## src/rtl/core/hsc_pkg.sv

```systemverilog
package hsc_pkg;

    localparam int unsigned OP_W       = 3;
    localparam int unsigned TEMP_W     = 9;
    localparam int unsigned SP_W       = 7;
    localparam int unsigned BAND_W     = 5;
    localparam int unsigned STEP_W     = 4;
    localparam int unsigned IDLE_W     = 10;
    localparam int unsigned BLINK_W    = 8;
    localparam int unsigned CFG_IDX_W  = 3;
    localparam int unsigned CFG_DATA_W = 10;
    localparam int unsigned RES_W      = 22;
    localparam int unsigned RES_BYTES  = 3;

    localparam int unsigned TEMP_SCALE = 500;

    localparam logic [BAND_W-1:0]  BAND_RST    = BAND_W'(5);
    localparam logic [SP_W-1:0]    SP_MIN_RST  = SP_W'(35);
    localparam logic [SP_W-1:0]    SP_MAX_RST  = SP_W'(75);
    localparam logic [STEP_W-1:0]  SP_STEP_RST = STEP_W'(5);
    localparam logic [IDLE_W-1:0]  TIMEOUT_RST = IDLE_W'(315);
    localparam logic [BLINK_W-1:0] BLINK_RST   = BLINK_W'(61);
    localparam logic [SP_W-1:0]    SP_RST      = SP_W'(60);
    localparam logic [IDLE_W-1:0]  IDLE_MAX    = '1;

    typedef enum logic [OP_W-1:0] {
        OP_SAMPLE = 3'd0,
        OP_POWER  = 3'd1,
        OP_UP     = 3'd2,
        OP_DOWN   = 3'd3,
        OP_TICK   = 3'd4
    } t_op;

    typedef enum logic [CFG_IDX_W-1:0] {
        CFG_BAND     = 3'd0,
        CFG_SP_MIN   = 3'd1,
        CFG_SP_MAX   = 3'd2,
        CFG_SP_STEP  = 3'd3,
        CFG_TIMEOUT  = 3'd4,
        CFG_BLINK    = 3'd5
    } t_cfg_idx;

    typedef struct packed {
        logic [BAND_W-1:0]  band;
        logic [SP_W-1:0]    sp_min;
        logic [SP_W-1:0]    sp_max;
        logic [STEP_W-1:0]  sp_step;
        logic [IDLE_W-1:0]  timeout_ticks;
        logic [BLINK_W-1:0] blink_ticks;
    } t_cfg;

    // packed from the highest field down, so heater_on lands in bit 0
    typedef struct packed {
        logic              powered;
        logic              in_set_mode;
        logic [SP_W-1:0]   setpoint_now;
        logic              display_on;
        logic [TEMP_W-1:0] display_value;
        logic              lamp_on;
        logic              cooler_on;
        logic              heater_on;
    } t_res;

endpackage

```

## src/rtl/core/hsc_cfg.sv

```systemverilog
module hsc_cfg (
    input  logic                             i_clk,
    input  logic                             i_rst_n,
    input  logic                             i_cfg_valid,
    output logic                             o_cfg_ready,
    input  logic [hsc_pkg::CFG_IDX_W-1:0]    i_cfg_index,
    input  logic [hsc_pkg::CFG_DATA_W-1:0]   i_cfg_data,
    output hsc_pkg::t_cfg                    o_cfg
);

    hsc_pkg::t_cfg r_cfg;
    hsc_pkg::t_cfg n_cfg;

    assign o_cfg_ready = 1'b1;
    assign o_cfg       = r_cfg;

    always_comb begin
        n_cfg = r_cfg;
        if (i_cfg_valid) begin
            unique case (hsc_pkg::t_cfg_idx'(i_cfg_index))
                hsc_pkg::CFG_BAND:    n_cfg.band          = i_cfg_data[hsc_pkg::BAND_W-1:0];
                hsc_pkg::CFG_SP_MIN:  n_cfg.sp_min        = i_cfg_data[hsc_pkg::SP_W-1:0];
                hsc_pkg::CFG_SP_MAX:  n_cfg.sp_max        = i_cfg_data[hsc_pkg::SP_W-1:0];
                hsc_pkg::CFG_SP_STEP: n_cfg.sp_step       = i_cfg_data[hsc_pkg::STEP_W-1:0];
                hsc_pkg::CFG_TIMEOUT: n_cfg.timeout_ticks = i_cfg_data[hsc_pkg::IDLE_W-1:0];
                hsc_pkg::CFG_BLINK:   n_cfg.blink_ticks   = i_cfg_data[hsc_pkg::BLINK_W-1:0];
                default:              n_cfg = r_cfg;
            endcase
        end
    end

    always_ff @(posedge i_clk) begin
        if (!i_rst_n) begin
            r_cfg.band          <= hsc_pkg::BAND_RST;
            r_cfg.sp_min        <= hsc_pkg::SP_MIN_RST;
            r_cfg.sp_max        <= hsc_pkg::SP_MAX_RST;
            r_cfg.sp_step       <= hsc_pkg::SP_STEP_RST;
            r_cfg.timeout_ticks <= hsc_pkg::TIMEOUT_RST;
            r_cfg.blink_ticks   <= hsc_pkg::BLINK_RST;
        end else begin
            r_cfg <= n_cfg;
        end
    end

endmodule

```

## src/rtl/core/hsc_avg.sv

```systemverilog
module hsc_avg #(
    parameter int unsigned AVG_DEPTH = 10,
    parameter int unsigned ADC_BITS  = 10
) (
    input  logic                          i_clk,
    input  logic                          i_rst_n,
    input  logic                          i_we,
    input  logic [ADC_BITS-1:0]           i_raw,
    output logic [hsc_pkg::TEMP_W-1:0]    o_avg
);

    localparam int unsigned IDX_W  = $clog2(AVG_DEPTH);
    localparam int unsigned SUM_W  = hsc_pkg::TEMP_W + IDX_W;
    localparam int unsigned SHIFT  = SUM_W + IDX_W;
    localparam longint unsigned RECIP = ((64'd1 << SHIFT) + AVG_DEPTH - 1) / AVG_DEPTH;
    localparam int unsigned RECIP_W = $clog2(RECIP + 1);
    localparam int unsigned PROD_W  = SUM_W + RECIP_W;
    localparam int unsigned SCL_W   = ADC_BITS + hsc_pkg::TEMP_W;

    localparam logic [RECIP_W-1:0]         RECIP_V = RECIP_W'(RECIP);
    localparam logic [hsc_pkg::TEMP_W-1:0] SCALE_V = hsc_pkg::TEMP_W'(hsc_pkg::TEMP_SCALE);
    localparam logic [IDX_W-1:0]           IDX_LAST = IDX_W'(AVG_DEPTH - 1);

    logic [hsc_pkg::TEMP_W-1:0] r_ring [AVG_DEPTH];
    logic [IDX_W-1:0]           r_idx;
    logic [SUM_W-1:0]           r_sum;
    logic [hsc_pkg::TEMP_W-1:0] r_avg;

    logic [SCL_W-1:0]           scaled;
    logic [hsc_pkg::TEMP_W-1:0] temp;
    logic [SUM_W-1:0]           n_sum;
    logic [PROD_W-1:0]          prod;
    logic [hsc_pkg::TEMP_W-1:0] n_avg;
    logic [IDX_W-1:0]           n_idx;

    always_comb begin
        scaled = SCL_W'(i_raw) * SCL_W'(SCALE_V);
        temp   = scaled[ADC_BITS +: hsc_pkg::TEMP_W];
        n_sum  = r_sum - SUM_W'(r_ring[r_idx]) + SUM_W'(temp);
        prod   = PROD_W'(n_sum) * PROD_W'(RECIP_V);
        n_avg  = prod[SHIFT +: hsc_pkg::TEMP_W];
        n_idx  = (r_idx == IDX_LAST) ? '0 : r_idx + 1'b1;
    end

    assign o_avg = i_we ? n_avg : r_avg;

    always_ff @(posedge i_clk) begin
        if (!i_rst_n) begin
            for (int k = 0; k < AVG_DEPTH; k++) begin
                r_ring[k] <= '0;
            end
            r_idx <= '0;
            r_sum <= '0;
            r_avg <= '0;
        end else if (i_we) begin
            r_ring[r_idx] <= temp;
            r_idx         <= n_idx;
            r_sum         <= n_sum;
            r_avg         <= n_avg;
        end
    end

endmodule

```

## src/rtl/core/hysteresis_thermostat_controller.sv

```systemverilog
// Hysteresis thermostat controller.
// Event requests arrive on the s_axis channel: tuser carries the event kind
// (sample, power button, up, down, tick) and tdata the raw converter reading.
// Each accepted request yields exactly one result on m_axis: drive bits,
// display value and blanking, current setpoint, set mode and power flags.
// Results are registered: an accepted request shows its result in the next
// cycle. Throughput: one request per cycle unless m_axis stalls; the critical
// path is the ring-sum update then the reciprocal multiply that averages it.
// Configuration writes use the cfg channel, always ready, one register each.
// Reset clears power, set mode, the averaging ring, timers and drives, sets
// the setpoint to 60 and restores the register defaults.
// When the receiver stalls, the result holds in the output register and a
// new request is taken only in a cycle where that register empties.
module hysteresis_thermostat_controller #(
    parameter int unsigned AVG_DEPTH = 10,
    parameter int unsigned ADC_BITS  = 10
) (
    input  logic                                 i_clk,
    input  logic                                 i_rst_n,
    input  logic                                 s_axis_tvalid,
    output logic                                 s_axis_tready,
    input  logic [((ADC_BITS + 7) / 8) * 8-1:0]  s_axis_tdata,  // adc_sample
    input  logic [hsc_pkg::OP_W-1:0]             s_axis_tuser,  // op
    output logic                                 m_axis_tvalid,
    input  logic                                 m_axis_tready,
    // heater_on, cooler_on, lamp_on, display_value, display_on,
    // setpoint_now, in_set_mode, powered
    output logic [hsc_pkg::RES_BYTES*8-1:0]      m_axis_tdata,
    input  logic                                 i_cfg_valid,
    output logic                                 o_cfg_ready,
    input  logic [hsc_pkg::CFG_IDX_W-1:0]        i_cfg_index,
    input  logic [hsc_pkg::CFG_DATA_W-1:0]       i_cfg_data
);

    hsc_pkg::t_cfg cfg;

    logic                          accept;
    logic                          sample_we;
    logic [hsc_pkg::TEMP_W-1:0]    avg;

    logic                          r_power,  n_power;
    logic                          r_set,    n_set;
    logic [hsc_pkg::SP_W-1:0]      r_sp,     n_sp;
    logic [hsc_pkg::IDLE_W-1:0]    r_idle,   n_idle;
    logic [hsc_pkg::BLINK_W-1:0]   r_blink,  n_blink;
    logic                          r_phase,  n_phase;
    logic [2:0]                    r_drive,  n_drive;
    logic                          r_out_valid;
    hsc_pkg::t_res                 r_res,    n_res;

    logic [hsc_pkg::SP_W:0]        sp_up;
    logic [hsc_pkg::SP_W:0]        sp_floor;
    logic [hsc_pkg::SP_W:0]        cool_at;
    logic [hsc_pkg::TEMP_W:0]      heat_at;
    logic [hsc_pkg::IDLE_W-1:0]    idle_inc;
    logic [hsc_pkg::BLINK_W-1:0]   blink_inc;

    hsc_cfg u_cfg (
        .i_clk       (i_clk),
        .i_rst_n     (i_rst_n),
        .i_cfg_valid (i_cfg_valid),
        .o_cfg_ready (o_cfg_ready),
        .i_cfg_index (i_cfg_index),
        .i_cfg_data  (i_cfg_data),
        .o_cfg       (cfg)
    );

    hsc_avg #(
        .AVG_DEPTH (AVG_DEPTH),
        .ADC_BITS  (ADC_BITS)
    ) u_avg (
        .i_clk   (i_clk),
        .i_rst_n (i_rst_n),
        .i_we    (sample_we),
        .i_raw   (s_axis_tdata[ADC_BITS-1:0]),
        .o_avg   (avg)
    );

    assign s_axis_tready = !r_out_valid || m_axis_tready;
    assign accept        = s_axis_tvalid && s_axis_tready;
    assign sample_we     = accept && r_power && !r_set
                           && (hsc_pkg::t_op'(s_axis_tuser) == hsc_pkg::OP_SAMPLE);

    assign m_axis_tvalid = r_out_valid;
    assign m_axis_tdata  = (hsc_pkg::RES_BYTES*8)'(r_res);

    always_comb begin
        n_power = r_power;
        n_set   = r_set;
        n_sp    = r_sp;
        n_idle  = r_idle;
        n_blink = r_blink;
        n_phase = r_phase;
        n_drive = r_drive;

        sp_up     = {1'b0, r_sp} + (hsc_pkg::SP_W + 1)'(cfg.sp_step);
        sp_floor  = {1'b0, cfg.sp_min} + (hsc_pkg::SP_W + 1)'(cfg.sp_step);
        cool_at   = {1'b0, r_sp} + (hsc_pkg::SP_W + 1)'(cfg.band);
        heat_at   = {1'b0, avg} + (hsc_pkg::TEMP_W + 1)'(cfg.band);
        idle_inc  = (r_idle != hsc_pkg::IDLE_MAX) ? r_idle + 1'b1 : r_idle;
        blink_inc = r_blink + 1'b1;

        case (hsc_pkg::t_op'(s_axis_tuser)) inside
            hsc_pkg::OP_SAMPLE: begin
                if (sample_we) begin
                    if (heat_at <= (hsc_pkg::TEMP_W + 1)'(r_sp)) begin
                        n_drive = 3'b001;
                    end else if ((hsc_pkg::SP_W + 2)'(avg) >= (hsc_pkg::SP_W + 2)'(cool_at)) begin
                        n_drive = 3'b110;
                    end
                end
            end
            hsc_pkg::OP_POWER: begin
                n_power = !r_power;
            end
            hsc_pkg::OP_UP, hsc_pkg::OP_DOWN: begin
                if (r_power) begin
                    n_idle  = '0;
                    n_phase = 1'b0;
                    if (!r_set) begin
                        n_set = 1'b1;
                    end else if (hsc_pkg::t_op'(s_axis_tuser) == hsc_pkg::OP_UP) begin
                        if (r_sp < cfg.sp_max) begin
                            n_sp = (sp_up > {1'b0, cfg.sp_max}) ? cfg.sp_max
                                                                : sp_up[hsc_pkg::SP_W-1:0];
                        end
                    end else begin
                        if (r_sp > cfg.sp_min) begin
                            n_sp = ({1'b0, r_sp} >= sp_floor) ? r_sp - (hsc_pkg::SP_W)'(cfg.sp_step)
                                                              : cfg.sp_min;
                        end
                    end
                end
            end
            hsc_pkg::OP_TICK: begin
                if (r_set) begin
                    if (idle_inc >= cfg.timeout_ticks) begin
                        n_set  = 1'b0;
                        n_idle = '0;
                    end else begin
                        n_idle = idle_inc;
                    end
                end else begin
                    n_idle = '0;
                end
                if (blink_inc >= cfg.blink_ticks) begin
                    n_phase = !r_phase;
                    n_blink = '0;
                end else begin
                    n_blink = blink_inc;
                end
            end
            default: begin
                n_power = r_power;
            end
        endcase

        if (!n_power || n_set) begin
            n_drive = 3'b000;
        end
    end

    always_comb begin
        n_res               = '0;
        n_res.setpoint_now  = n_sp;
        n_res.in_set_mode   = n_set;
        n_res.powered       = n_power;
        if (n_power) begin
            if (n_set) begin
                if (!n_phase) begin
                    n_res.display_on    = 1'b1;
                    n_res.display_value = hsc_pkg::TEMP_W'(n_sp);
                end
            end else begin
                n_res.heater_on     = n_drive[0];
                n_res.cooler_on     = n_drive[1];
                n_res.lamp_on       = n_drive[1] ? n_drive[2] : (n_drive[0] && !n_phase);
                n_res.display_on    = 1'b1;
                n_res.display_value = avg;
            end
        end
    end

    always_ff @(posedge i_clk) begin
        if (!i_rst_n) begin
            r_power     <= 1'b0;
            r_set       <= 1'b0;
            r_sp        <= hsc_pkg::SP_RST;
            r_idle      <= '0;
            r_blink     <= '0;
            r_phase     <= 1'b0;
            r_drive     <= '0;
            r_out_valid <= 1'b0;
        end else begin
            if (accept) begin
                r_power <= n_power;
                r_set   <= n_set;
                r_sp    <= n_sp;
                r_idle  <= n_idle;
                r_blink <= n_blink;
                r_phase <= n_phase;
                r_drive <= n_drive;
            end
            if (accept) begin
                r_out_valid <= 1'b1;
            end else if (m_axis_tready) begin
                r_out_valid <= 1'b0;
            end
        end
    end

    always_ff @(posedge i_clk) begin
        if (accept) begin
            r_res <= n_res;
        end
    end

endmodule
```

## config.mk

```make
export PLATFORM = sky130hd
export DESIGN_NAME = hysteresis_thermostat_controller
export DESIGN_NICKNAME = d
export VERILOG_FILES = /design/src/rtl/core/hsc_pkg.sv /design/src/rtl/core/hsc_cfg.sv /design/src/rtl/core/hsc_avg.sv /design/src/rtl/core/hysteresis_thermostat_controller.sv
export SDC_FILE = /design/constraint.sdc
export NUM_CORES = 1
export LEC_CHECK = 0
export ABC_CLOCK_PERIOD_IN_PS = 41900
export BUFFER_PORTS_ARGS = -buffer_cell sky130_fd_sc_hd__buf_2
export CAP_MARGIN = 10
export CORE_MARGIN = 8
export CORE_UTILIZATION = 60
export DETAILED_ROUTE_END_ITERATION = 10
export GPL_TIMING_DRIVEN = 0
export PLACE_DENSITY = 0.77
export SYNTH_ARGS = -nofsm -noshare
export SYNTH_HDL_FRONTEND = slang
export SYNTH_SLANG_ARGS = --single-unit
```

## constraint.sdc

```tcl
create_clock -name i_clk -period 41.9 [get_ports i_clk]
set_clock_uncertainty 0.1 [all_clocks]
set_input_delay 8.38 -clock i_clk [delete_from_list [all_inputs] [get_ports i_clk]]
set_output_delay 8.38 -clock i_clk [all_outputs]
set_load 0.05 [all_outputs]
```

# [Yosys cells after proc, flatten, opt, wreduce, memory -nomap -nowiden]
# Memory sizes are Yosys's and may differ from the RTL's. A register that Yosys moved wholly into a read port is not among the register bits.
# Cells that the tools add are included.
[totals] reg_bits=121 latch_bits=0 mem_bits_rw=90 mem_bits_ro=0 inputBits=37 out_inout_bits=27 word_cells=143 n_memories=1
[op_classes] addsub=10 multipliers=2 div=0 n_lt_le_gt_ge=8 eq_ne=12 shift=0 muxes=53 bitwise_logic=4 reduce_logical=28
[memory_table] name="u_avg.r_ring" depth=10 word_bits=9 rd=1 rd_clocked_by_memory_dff=1 wr=10 line="hsc_avg.sv:24" source="logic [hsc_pkg::TEMP_W-1:0] r_ring [AVG_DEPTH];"
[op_table] operator="2-to-1 mux 10 bit" n=8
[op_table] operator="2-to-1 mux 7 bit" n=10
[op_table] operator="multiplier 13 x 12 -> 24 bit (second input constant)" n=1
[op_table] operator="2-to-1 mux 1 bit" n=23
[op_table] operator="2-to-1 mux 9 bit" n=2
[op_table] operator="multiplier 10 x 7 -> 17 bit (second input constant)" n=1
[op_table] operator="adder 7 x 4 -> 8 bit" n=2
[op_table] operator="2-to-1 mux 4 bit" n=4
[op_table] operator="2-to-1 mux 3 bit" n=5
[op_table] operator="adder 13 x 9 -> 13 bit" n=1
[op_table] operator="subtractor 13 x 9 -> 13 bit" n=1
[op_table] operator="equality test 3 x 2 -> 1 bit (second input constant)" n=4
[op_table] operator="AND reduction 2 bit" n=6
[op_table] operator="adder 10 x 1 -> 10 bit (second input constant)" n=1
[op_table] operator="adder 9 x 5 -> 10 bit" n=1
[op_table] operator="greater-or-equal comparator 10 bit" n=1
[op_table] operator="<= comparator 10 x 7 -> 1 bit" n=1
[op_table] operator="!= test 10 bit (second input constant)" n=1
[op_table] operator="AND reduction 5 bit" n=2
[op_table] operator="equality test 3 bit (second input constant)" n=3
[op_table] operator="greater-or-equal comparator 9 x 8 -> 1 bit" n=1
[op_table] operator="OR reduction 9 bit" n=1
[op_table] operator="adder 7 x 5 -> 8 bit" n=1
[op_table] operator="adder 8 x 1 -> 8 bit (second input constant)" n=1
[op_table] operator="other kinds (18)" n=35

# [Depth between registers and ports, before layout]
# Gate-level depths: netlist (run 1).
[logic_depth] ltp_word=15 mapped_depth=58 depth_no_buf=57

# [Hierarchy]
# Synthesis (run 1) repeated with hierarchy kept, for this count alone.
[hier_totals] cells_unflattened=1847 area_unflattened_um2=19464.9
[modules_own_cells] mod="hsc_avg" n_inst=1 cells_each=1060 area_each_um2=12409.4 seq_area_each_um2=4924.7
[modules_own_cells] mod="hysteresis_thermostat_controller" n_inst=1 cells_each=626 area_each_um2=5383.9 seq_area_each_um2=1301.2
[modules_own_cells] mod="hsc_cfg" n_inst=1 cells_each=161 area_each_um2=1671.6 seq_area_each_um2=820.8

# [Worst setup path after synthesis (run 1)]
# No wires, ideal clock.
[synth_path] path_kind="in2reg" startpoint="input s_axis_tdata[2]" endpoint="register r_res (netlist bit m_axis_tdata[2]), data pin" setup_ps=141 arrival_ps=20583 required_ps=41659 path_slack_ps=21076 path_stages=55 path_buffers=1 path_cell_list="inv_1 -> fa_1 -> fa_1 -> fa_1 -> fa_1 -> inv_1 -> ha_1 -> a21o_1 -> a21oi_1 -> o21ai_1 -> o211ai_1 -> and4b_1 -> o21bai_1 -> xnor2_1 -> clkbuf_1 -> inv_1 -> fa_1 -> ha_1 -> [19 not listed] -> xor2_1 -> nor2_1 -> a21oi_1 -> inv_1 -> ha_1 -> fa_1 -> a21oi_1 -> nor2_1 -> nor2_1 -> nor2b_1 -> o21ai_0 -> xnor2_1 -> ha_1 -> o22ai_1 -> o21a_1 -> or4b_4 -> a31o_1 -> a21oi_2"
[synth_via] elab_chain_cells=12 word_cells_on_any_way=14 classes_between="2 x add/sub; 2 x mul; 2 x order compare; 7 x mux; 1 x reduce/logical"
[synth_rtl] item="from (decl)" line="hysteresis_thermostat_controller.sv:22" source="input logic [((ADC_BITS + 7) / 8) * 8-1:0] s_axis_tdata,"
[synth_rtl] item="multiplier 10 x 7 -> 17 bit *" line="hsc_avg.sv:37" source="scaled = SCL_W'(i_raw) * SCL_W'(SCALE_V);"
[synth_rtl] item="adder 13 x 9 -> 13 bit *" line="hsc_avg.sv:39" source="n_sum = r_sum - SUM_W'(r_ring[r_idx]) + SUM_W'(temp);"
[synth_rtl] item="via u_avg.n_sum[11]" line="hsc_avg.sv:31" source="logic [SUM_W-1:0] n_sum;"
[synth_rtl] item="multiplier 13 x 12 -> 24 bit *" line="hsc_avg.sv:40" source="prod = PROD_W'(n_sum) * PROD_W'(RECIP_V);"
[synth_rtl] item="2-to-1 mux 9 bit *" line="hsc_avg.sv:45" source="assign o_avg = i_we ? n_avg : r_avg;"
[synth_rtl] item="via avg, one bit" line="hysteresis_thermostat_controller.sv:39" source="logic [hsc_pkg::TEMP_W-1:0] avg;"
[synth_rtl] item="adder 9 x 5 -> 10 bit or greater-or-equal comparator 9 x 8 -> 1 bit (tied branches)" line="hysteresis_thermostat_controller.sv:99, hysteresis_thermostat_controller.sv:108"
[synth_rtl] item="<= comparator 10 x 7 -> 1 bit or 2-to-1 mux 3 bit (tied branches)" line="hysteresis_thermostat_controller.sv:106, hysteresis_thermostat_controller.sv:108"
[synth_rtl] item="2-to-1 mux 3 bit *" line="hysteresis_thermostat_controller.sv:106" source="if (heat_at <= (hsc_pkg::TEMP_W + 1)'(r_sp)) begin"
[synth_rtl] item="2-to-1 mux 3 bit *" line="hysteresis_thermostat_controller.sv:105" source="if (sample_we) begin"
[synth_rtl] item="2-to-1 mux 3 bit *" line="hysteresis_thermostat_controller.sv:103" source="case (hsc_pkg::t_op'(s_axis_tuser)) inside"
[synth_rtl] item="2-to-1 mux 3 bit *" line="hysteresis_thermostat_controller.sv:158" source="if (!n_power || n_set) begin"
[synth_rtl] item="logical AND 1 bit" line="hysteresis_thermostat_controller.sv:177" source="n_res.lamp_on = n_drive[1] ? n_drive[2] : (n_drive[0] && !n_phase);"
[synth_rtl] item="2-to-1 mux 1 bit *" line="hysteresis_thermostat_controller.sv:177"
[synth_rtl] item="to (signal assigned)" line="hysteresis_thermostat_controller.sv:214" source="r_res <= n_res;"
[synth_rtl] item="to (decl)" line="hysteresis_thermostat_controller.sv:49" source="hsc_pkg::t_res r_res, n_res;"
# Mark *: on every way through the listed nets, which the timed path passes. The rest lies on a longest branch.
# A chain may end at the register's enable or synchronous reset.

# [Final worst setup path (run 1)]
# Same ends and word-level chain as after synthesis.

==> results of run 1 <==
## critical path, delay by kind of cell
family | cells | cell delay, ns
adders and majority gates | 14 | 6.48
and+or+nand+nor | 7 | 1.56
AOI/OAI and AO/OA | 17 | 4.20
buffers and inverters | 7 | 1.00
xor gates and xnor gates | 5 | 1.22
## routing by layer
layer / part of all wire [%] / track usage, % / vias up / wire (um)
met5: 0 / 0 / - / 0
met4: 2.9 / 7.67 / 0 / 1360
met3: 7.0 / 2.76 / 106 / 3270
met2: 48 / 41.4 / 561 / 22600
met1: 42 / 32.8 / 6966 / 19700
li1: - / - / 6709 / -
## registers in the layout, summed over array words and instances, names as in the netlist, 4 cells and up, named ones only
signal and flops:
u_avg.r_idx 4, r_blink 8, u_avg.r_sum 13, u_avg.r_ring 144, r_idle 10, u_cfg.o_cfg 41
m_axis_tdata 22, u_avg.r_avg 9, r_sp 7
## stage by stage
step | util [%] | setup slack [ns] | area (um^2) | std cells | hold WS, ns
3_5_place_dp | 63.2 | 18.93 | 19900 | 2333 | 0.347
3_3_place_gp | 63.2 | 19.11 | 19900 | 2332 | 0.346
2_1_floorplan | - | 21.08 | 19100 | 1878 | 0.336
4_1_cts | 66.1 | 19.40 | 20800 | 2383 | 0.355
6_report | 66.1 | 19.31 | 20800 | 2383 | 0.356
5_1_grt | 66.1 | 18.58 | 20800 | 2383 | 0.368
## cells by family after synthesis
family | Yosys count
fa+ha+maj | 304
buf+inv | 308
flops | 269
xor+xnor | 76
other cells | 2
mux | 66
compound gates | 325
simple gates | 527
## area by class of cell
type / instances / share of cell area, %
Buffer: 56 / 1.15
Multi-Input combinational cell: 1301 / 52.3
Sequential cell: 269 / 33.8
Tap cell: 402 / 2.42
Clock buffer: 37 / 3.77
Clock inverter: 13 / 0.685
Inverter: 252 / 4.54
Timing Repair Buffer: 53 / 1.27
## worst max-delay path by stage
| stage | end | slack (ns) |
|---|---|---|
| 5_1_grt | m_axis_tdata[2] | 18.58 |
| 3_3_place_gp | m_axis_tdata[2] | 19.11 |
| 6_report | m_axis_tdata[2] | 19.31 |
| 2_1_floorplan | m_axis_tdata[2] | 21.08 |
| 3_5_place_dp | m_axis_tdata[2] | 18.93 |
| 4_1_cts | m_axis_tdata[2] | 19.40 |
## layout by cell type (no fill, tap or decap), drive strengths merged, types with 18 or more instances in the layout
master,Yosys,final
inv,251,253
ha,221,221
nor2,183,183
edfxtp,166,166
nand2,162,162
a21oi,104,104
dfxtp,103,103
fa,83,83
clkbuf,41,78
buf,15,68
o21ai,60,60
xnor2,56,56
mux4,45,45
nand3,40,40
nand2b,25,25
o211ai,24,24
a21o,23,23
xor2,20,20
nor2b,18,18
mux2i,18,18
==> impl_results.md, run 1 <==
- Mapped cell area: 19,100 um^2
- Critical Path Start Type: input port
- Area grow syn2layout: 8.89%
- Fill count: 2,377
- Minimum clock period: 22.59 ns
- Most used cell along the critical path: fa_1
- Worst r2r path cells: 42
- Crit. End Element: flip-flop
- Height of the die: 195 um
- Crit path launch: s_axis_tdata[2]
- RSZ-0062 raised after global routing: no
- Worst hold path depth: 2
- Num rows: 65
- Nets: between 2,000 and 2,500
- Die ar.: 37,800 um^2
- Post-synthesis mux area share: 6.42%
- DR pass1 iterations: 6
- Core area: around 31,000 um^2
- FF/Latch Area: roughly 7000 um^2
- Cell count after synthesis: approximately 1,900
- Final hold vios: 0
- Vias in the first global route: around 14,000
- Vias: ~14,000
- Worst Min Path Start: u_cfg.o_cfg[14]
- Wire per inst: 19.7 um
- GRT overflow: 0
- Synth Area per Inst: 10.2 um^2
- Largest net degree at the start of global routing: 29
- Min-Delay Path Class: flip-flop to flip-flop
- Worst R2R Setup Slack: 28.10 ns
- Crit-path max FO: 10
- Ys flop type: edfxtp_1
- Critical setup path kind: input port to flip-flop
- Cts hold-fix bufs: 0
- Initial Utilization: roughly 60%
- Crit-path max cell delay: 0.81 ns
- CTS root buf: clkbuf_16
- Total negative slack: 0 ns
- Hold Path Sink: u_cfg.o_cfg[14]
- Seq/Total Area, Yosys: 36.9%
- Global Route Usage Sum: 24.5%
- Max_cap viols: 0
- Final setup violation count: 0
- Crit path DAT: ~23 ns
- Vias/cell: 6.02
- CTS Buffer Depth: 3
- Commonest cells post-synth: inv_1 (250), ha_1 (221), nor2_1 (183)
- # IOs: between 60 and 70
- Post-synthesis cell type count: 85
- CTS H-tree depth: 1
- DR DRC count: 0
- Routed Antenna Nets: 0
- Die W: between 150 and 200 um
- Normalized max-slew margin: 17.1%
- Final HPWL DP: approximately 36 mm
- Synth area leader: edfxtp_1
- N_diodes: 0
- Asr flop ratio synth: 0%
- XOR/XNOR Fraction of Synth Area: 3.48%
- Post-synthesis compound-gate area fraction: 11.2%
- Final slew viol count: 0
- Port bufs: 52
- Seq cells post-synth: 269
- Most common cell in the netlist: inv_1
- DR iter-0 viols: 1,336
- Top cell type's share of synthesized area: approximately a quarter
- Gates resized, CTS repair: 0
- R2R Path End: m_axis_tdata[2]
- Worst-margin pin slew: ~1.2 ns
- Multi-input logic area: between 10,000 and 15,000 um^2
- Initial antenna violation count: 0
- Post-CTS Setup Bufs: 0
- CTS tree: done
- Post-Synth Simple-Gate Area: 12.7%
- DRT Wirelength: about 47 mm
- Critical path's slowest cell: o21ai_0
- Final worst path period share: 53.9%
- Number of enable flip-flop cells after synthesis: between 150 and 200
- TritonCTS Buffers: 27
- Clk_lat worst skew: 0.55 ns
- Status: complete, no violations
- CP required: 42.19 ns
- Synth area leaders: edfxtp_1 (26%), ha_1 (14%), dfxtp_1 (11%), fa_1 (8.7%), mux4_2 (5.3%)
- Gpl congestion: 0.938
- Sinks on Clock Net: roughly 270
- First-pass GRT wire length: 75.3 mm
- Largest family of logic cells by synthesized area: adder cells
- Max Clock Freq: 0.0443 GHz
- Yosys warnings: 0
- Share of layout cells above drive strength 1: between 8 and 9%
- Post-Synth Adder-Cell Area: 23.2%
- Clock Pin Slew Worst Setup and Hold Paths: roughly 0.06 ns
Power of run 1 is not shown: default switching activity piles up to over one toggle a cycle in this logic, so the estimate is an artifact.
==> run 2, diff against run 1 <==
--- a/config.mk
+++ b/config.mk
@@ -5,14 +5,14 @@
 export SDC_FILE = /design/constraint.sdc
 export NUM_CORES = 1
 export LEC_CHECK = 0
-export ABC_CLOCK_PERIOD_IN_PS = 41900
+export ABC_CLOCK_PERIOD_IN_PS = 20400
 export BUFFER_PORTS_ARGS = -buffer_cell sky130_fd_sc_hd__buf_2
 export CAP_MARGIN = 10
 export CORE_MARGIN = 8
-export CORE_UTILIZATION = 60
+export CORE_UTILIZATION = 58
 export DETAILED_ROUTE_END_ITERATION = 10
 export GPL_TIMING_DRIVEN = 0
-export PLACE_DENSITY = 0.77
+export PLACE_DENSITY = 0.78
 export SYNTH_ARGS = -nofsm -noshare
 export SYNTH_HDL_FRONTEND = slang
 export SYNTH_SLANG_ARGS = --single-unit
==> constraint.sdc (replaced) <==
create_clock -name i_clk -period 20.4 [get_ports i_clk]
set_clock_uncertainty 0.1 [all_clocks]
set_input_delay 4.08 -clock i_clk [delete_from_list [all_inputs] [get_ports i_clk]]
set_output_delay 4.08 -clock i_clk [all_outputs]
set_load 0.05 [all_outputs]
==> run 2 against run 1 <==
Compared with the run above:
- sequential share of layout area fell by 0.14 points
- non-clock buffer count grew 2
- register-to-register slack got worse by 21 ns
- cell count up 1.8%
- critical endpoint is now r_drive[2]
==> impl_results.md, run 2 (synthesis results as in run 1) <==
- Vias: 14,253
- Gates resized, CTS repair: 0
- Final setup violation count: 0
- Sinks on Clock Net: 269
- # IOs: 64
- TritonCTS Buffers: 28
- Max Clock Freq: 0.0546 GHz
- Height of the die: a little under 200 um
- DR iter-0 viols: 1,309
- FF/Latch Area: 7050 um^2
- CTS root buf: clkbuf_16
- Die ar.: 39,000 um^2
- Minimum clock period: 18.32 ns
- Placed cell area: around 20,000 um^2
- Critical Path Start Type: input port
- Nets: 2,304
- Min-Delay Path Class: flip-flop to flip-flop
- Vias in the first global route: 14,275
- RSZ-0062 raised after global routing: no
- Crit-path max FO: 10
- Total negative slack: 0 ns
- Share of layout cells above drive strength 1: around 9.0%
- Largest net degree at the start of global routing: 29
- Crit path DAT: 18.59 ns
- DR DRC count: 0
- Most used cells in the layout excluding fill and tap cells: inv_1 (250), ha_1 (221), nor2_1 (183)
- Multi-input logic area: about 11,000 um^2
- Cts hold-fix bufs: 0
- N_diodes: 0
- Routed Antenna Nets: 0
- CTS H-tree depth: 1
- Worst R2R Setup Slack: 6.83 ns
- CP required: 20.68 ns
- Largest Register: u_avg.r_ring
- CTS tree: done
- Vias/cell: 5.87
- Commonest non-fill, non-tap cell in the layout: inv_1
- First-pass GRT wire length: 74.9 mm
- Port bufs: 52
- Initial antenna violation count: 0
- CTS Buffer Depth: 3
- Normalized max-slew margin: 25.6%
- Area grow syn2layout: 9.36%
- Initial Utilization: 58.8%
- Global Route Usage Sum: between 20% and 30%
- Gpl congestion: 0.931
- Critical setup path kind: input port to flip-flop
- Fill count: 2,602
- Wire per inst: around 19 um
- Final worst path period share: 89.8%
- Final slew viol count: 0
- Num rows: 66
- Clk_lat worst skew: 0.55 ns
- Post-CTS Setup Bufs: 0
- DR pass1 iterations: 6
- Most used cell along the critical path: fa_1
- Die W: 198 um
- Worst-margin pin slew: 1.10 ns
- Clock Pin Slew Worst Setup and Hold Paths: 0.06 ns
- DRT Wirelength: 46.6 mm
- Critical path's slowest cell: o21ai_0
- Max reg flops: 144
- Status: complete, no violations
- Crit-path max cell delay: 0.86 ns
- Final HPWL DP: 36.0 mm
- GRT overflow: 0
- Final hold vios: 0
- Core area: between 30,000 and 40,000 um^2
- Max_cap viols: 0
- Crit. End Element: flip-flop
- Final instance area: 20,900 um^2
## run 2: changes by cell type in the layout (fill, tap and decap cells not counted), sizes merged
| cell | before | now |
|---|---|---|
| clkinv | 9 | 11 |
| buf | 68 | 69 |
| bufinv | 2 | 3 |
| clkinvlp | 1 | 2 |
| inv | 253 | 252 |
## run 2: per-layer routing
metal,GRT usage [%],vias to the layer above,part of all wire [%]
met1,31.6,6995,43
met4,7.22,0,2.6
met2,40.5,476,48
met3,3.07,80,6.3
met5,0,-,0
li1,-,6702,-
## run 2: area by class of cell
class / count / share of cell area, %
clock buffers: 36 / 3.69
repair buffers: 55 / 1.35
plain buffers: 56 / 1.15
well taps: 442 / 2.64
multi-input cells: 1301 / 52.1
inverters: 252 / 4.52
flip-flops and latches: 269 / 33.7
clock inverters: 16 / 0.856
## run 2: final timing paths
check | from | to | cells after the start
max reg2reg | flip-flop | r_drive[2] | 42
min reg2reg | u_cfg.o_cfg[1] | u_cfg.o_cfg[1] | 2
min | u_cfg.o_cfg[1] | u_cfg.o_cfg[1] | 2
max | s_axis_tdata[2] | r_drive[2] | 50
## run 2: critical path: cells and delay by family
family                     cells  cell delay [ns]
AOI/OAI and AO/OA             16             4.10
xor gates and xnor gates       5             1.22
adders and majority gates     14             6.48
buffers and inverters          7             1.03
and+or+nand+nor                8             1.67
## run 2: per-stage QoR
stage	hold slack, ns	setup slack [ns]	instances	util, %
floorplan	0.336	3.88	1878	-
global placement	0.345	2.05	2372	61.3
detailed placement	0.349	1.70	2374	61.3
CTS	0.356	2.17	2426	64.2
global route	0.382	1.33	2427	64.3
finish	0.357	2.08	2427	64.3
Power of run 2 is left out for the same reason.
==> run 3, diff against run 2 <==
--- a/config.mk
+++ b/config.mk
@@ -9,10 +9,9 @@
 export BUFFER_PORTS_ARGS = -buffer_cell sky130_fd_sc_hd__buf_2
 export CAP_MARGIN = 10
 export CORE_MARGIN = 8
-export CORE_UTILIZATION = 58
+export CORE_UTILIZATION = 25
 export DETAILED_ROUTE_END_ITERATION = 10
 export GPL_TIMING_DRIVEN = 0
-export PLACE_DENSITY = 0.78
 export SYNTH_ARGS = -nofsm -noshare
 export SYNTH_HDL_FRONTEND = slang
 export SYNTH_SLANG_ARGS = --single-unit
==> run 3 against run 2 <==
Compared with the run above:
- cell count rose by 22%
- maximum frequency rose by 0.51%
- design area rose by 3.4%
- critical path depth did not move
- count of clock-buffer cells in the layout rose by 11
- first-iteration DRC count fell by 30%
- non-clock buffer count fell by 2
- via count fell by 3.6%
- global-route usage fell by 13 points
- critical path type unchanged
- critical endpoint is now m_axis_tdata[2]
==> impl_results.md, run 3 (synthesis results as in run 1) <==
- DRT Wirelength: 47.9 mm
- Worst Min Path Start: u_cfg.o_cfg[14]
- Hold WS: 0.358 ns
- Critical path's slowest cell: o21ai_0
- CTS H-tree depth: 1
- Clock Pin Slew Worst Setup and Hold Paths: 0.06 ns
- Cts hold-fix bufs: 0
- Initial Utilization: 25.2%
- Die ar.: 85,600 um^2
- Minimum clock period: 18.22 ns
- Critical setup path kind: input port to flip-flop
- Most used cell along the critical path: fa_1
- Vias: 13,735
- Nets: ~2,300
- Vias in the first global route: 13,661
- FF/Latch Area: between 7000 and 8000 um^2
- CP required: between 20 and 25 ns
- Crit path launch: s_axis_tdata[2]
- Port bufs: 52
- DR pass1 iterations: 6
- Status: complete, no violations
- CTS root buf: clkbuf_16
- Crit. End Element: flip-flop
- Area grow syn2layout: 13.1%
- Crit-path max cell delay: 0.71 ns
- TritonCTS Buffers: 31
- Total negative slack: 0 ns
- Final setup violation count: 0
- CP Capture Point: m_axis_tdata[2]
- First-pass GRT wire length: between 70 and 80 mm
- RSZ-0062 raised after global routing: no
- Height of the die: 293 um
- Final slew viol count: 0
- Global Route Usage Sum: 11.0%
- Sinks on Clock Net: 269
- Worst r2r path cells: 42
- Worst-margin pin slew: 1.24 ns
- Fill count: 7,976
- Final hold vios: 0
- Max Clock Freq: around 0.055 GHz
- Clk_lat worst skew: around 0.58 ns
- Final HPWL DP: 37.6 mm
- R2R Path End: m_axis_tdata[2]
- Crit path DAT: between 15 and 20 ns
- # IOs: 64
- Worst R2R Setup Slack: 6.73 ns
- Num rows: approximately 100
- Wire per inst: 16.1 um
- Core area: 75,800 um^2
- DR iter-0 viols: 916
- Routed Antenna Nets: 0
- Max reg flops: roughly 140
- Post-CTS Setup Bufs: 0
- Min-Delay Path Class: flip-flop to flip-flop
- DR DRC count: 0
- Multi-input logic area: 10,900 um^2
- Critical Path Start Type: input port
- N_diodes: 0
- Normalized max-slew margin: approximately 17%
- Gates resized, CTS repair: 0
- Share of layout cells above drive strength 1: under 10%
- Crit-path max FO: 10
- CTS tree: done
- Commonest non-fill, non-tap cell in the layout: inv_1
- GRT overflow: 0
- Largest net degree at the start of global routing: 29
- Gpl congestion: approximately 0.90
- Final worst path period share: between 80% and 90%
- Die W: 293 um
- Max_cap viols: 0
- Vias/cell: 4.63
- Largest Register: u_avg.r_ring
- Most used cells in the layout excluding fill and tap cells: inv_1 (250), ha_1 (221), nor2_1 (183)
- Initial antenna violation count: 0
- CTS Buffer Depth: 3
[run 3: worst min path at each step]
stage,to,slack (ns),depth (start not counted)
after floorplan,u_avg.r_sum[0],0.34,2
after global placement,u_cfg.o_cfg[1],0.35,2
after detailed placement,u_cfg.o_cfg[7],0.35,2
after CTS,u_cfg.o_cfg[14],0.36,2
after global routing,u_cfg.o_cfg[1],0.39,2
final,u_cfg.o_cfg[14],0.36,2
[run 3: layer usage]
| metal | part of all wire [%] | global-route usage [%] | vias to the layer above |
|---|---|---|---|
| li1 | - | - | 6724 |
| met1 | 45 | 14.5 | 6627 |
| met2 | 48 | 18.9 | 309 |
| met3 | 4.3 | 1.08 | 75 |
| met4 | 2.4 | 3.01 | 0 |
| met5 | 0 | 0 | - |
[run 3: stage by stage]
stage | cell area [um^2] | instances | utilization [%] | setup WS, ns
global placement | 20600 | 2908 | 27.2 | 1.70
finish | 21600 | 2966 | 28.5 | 2.18
floorplan | 19100 | 1878 | - | 3.88
global route | 21600 | 2966 | 28.5 | 1.41
detailed placement | 20600 | 2909 | 27.2 | 1.67
CTS | 21600 | 2966 | 28.5 | 2.26
[run 3: cell type report]
| type | count | area share, % |
|---|---|---|
| Buffer | 56 | 1.11 |
| Sequential cell | 269 | 32.6 |
| Inverter | 252 | 4.38 |
| Tap cell | 978 | 5.66 |
| Clock inverter | 10 | 0.434 |
| Multi-Input combinational cell | 1301 | 50.4 |
| Clock buffer | 47 | 4.20 |
| Timing Repair Buffer | 53 | 1.24 |
[run 3: worst max-delay path, delay by kind of cell]
kind	cells	cell delay, ns
XOR/XNOR	5	1.20
buffers and inverters	7	1.02
AND/OR/NAND/NOR	7	1.63
AO/OA/AOI/OAI	17	4.10
adder cells (fa/ha/maj)	14	6.43
Power of run 3 is left out for the same reason.
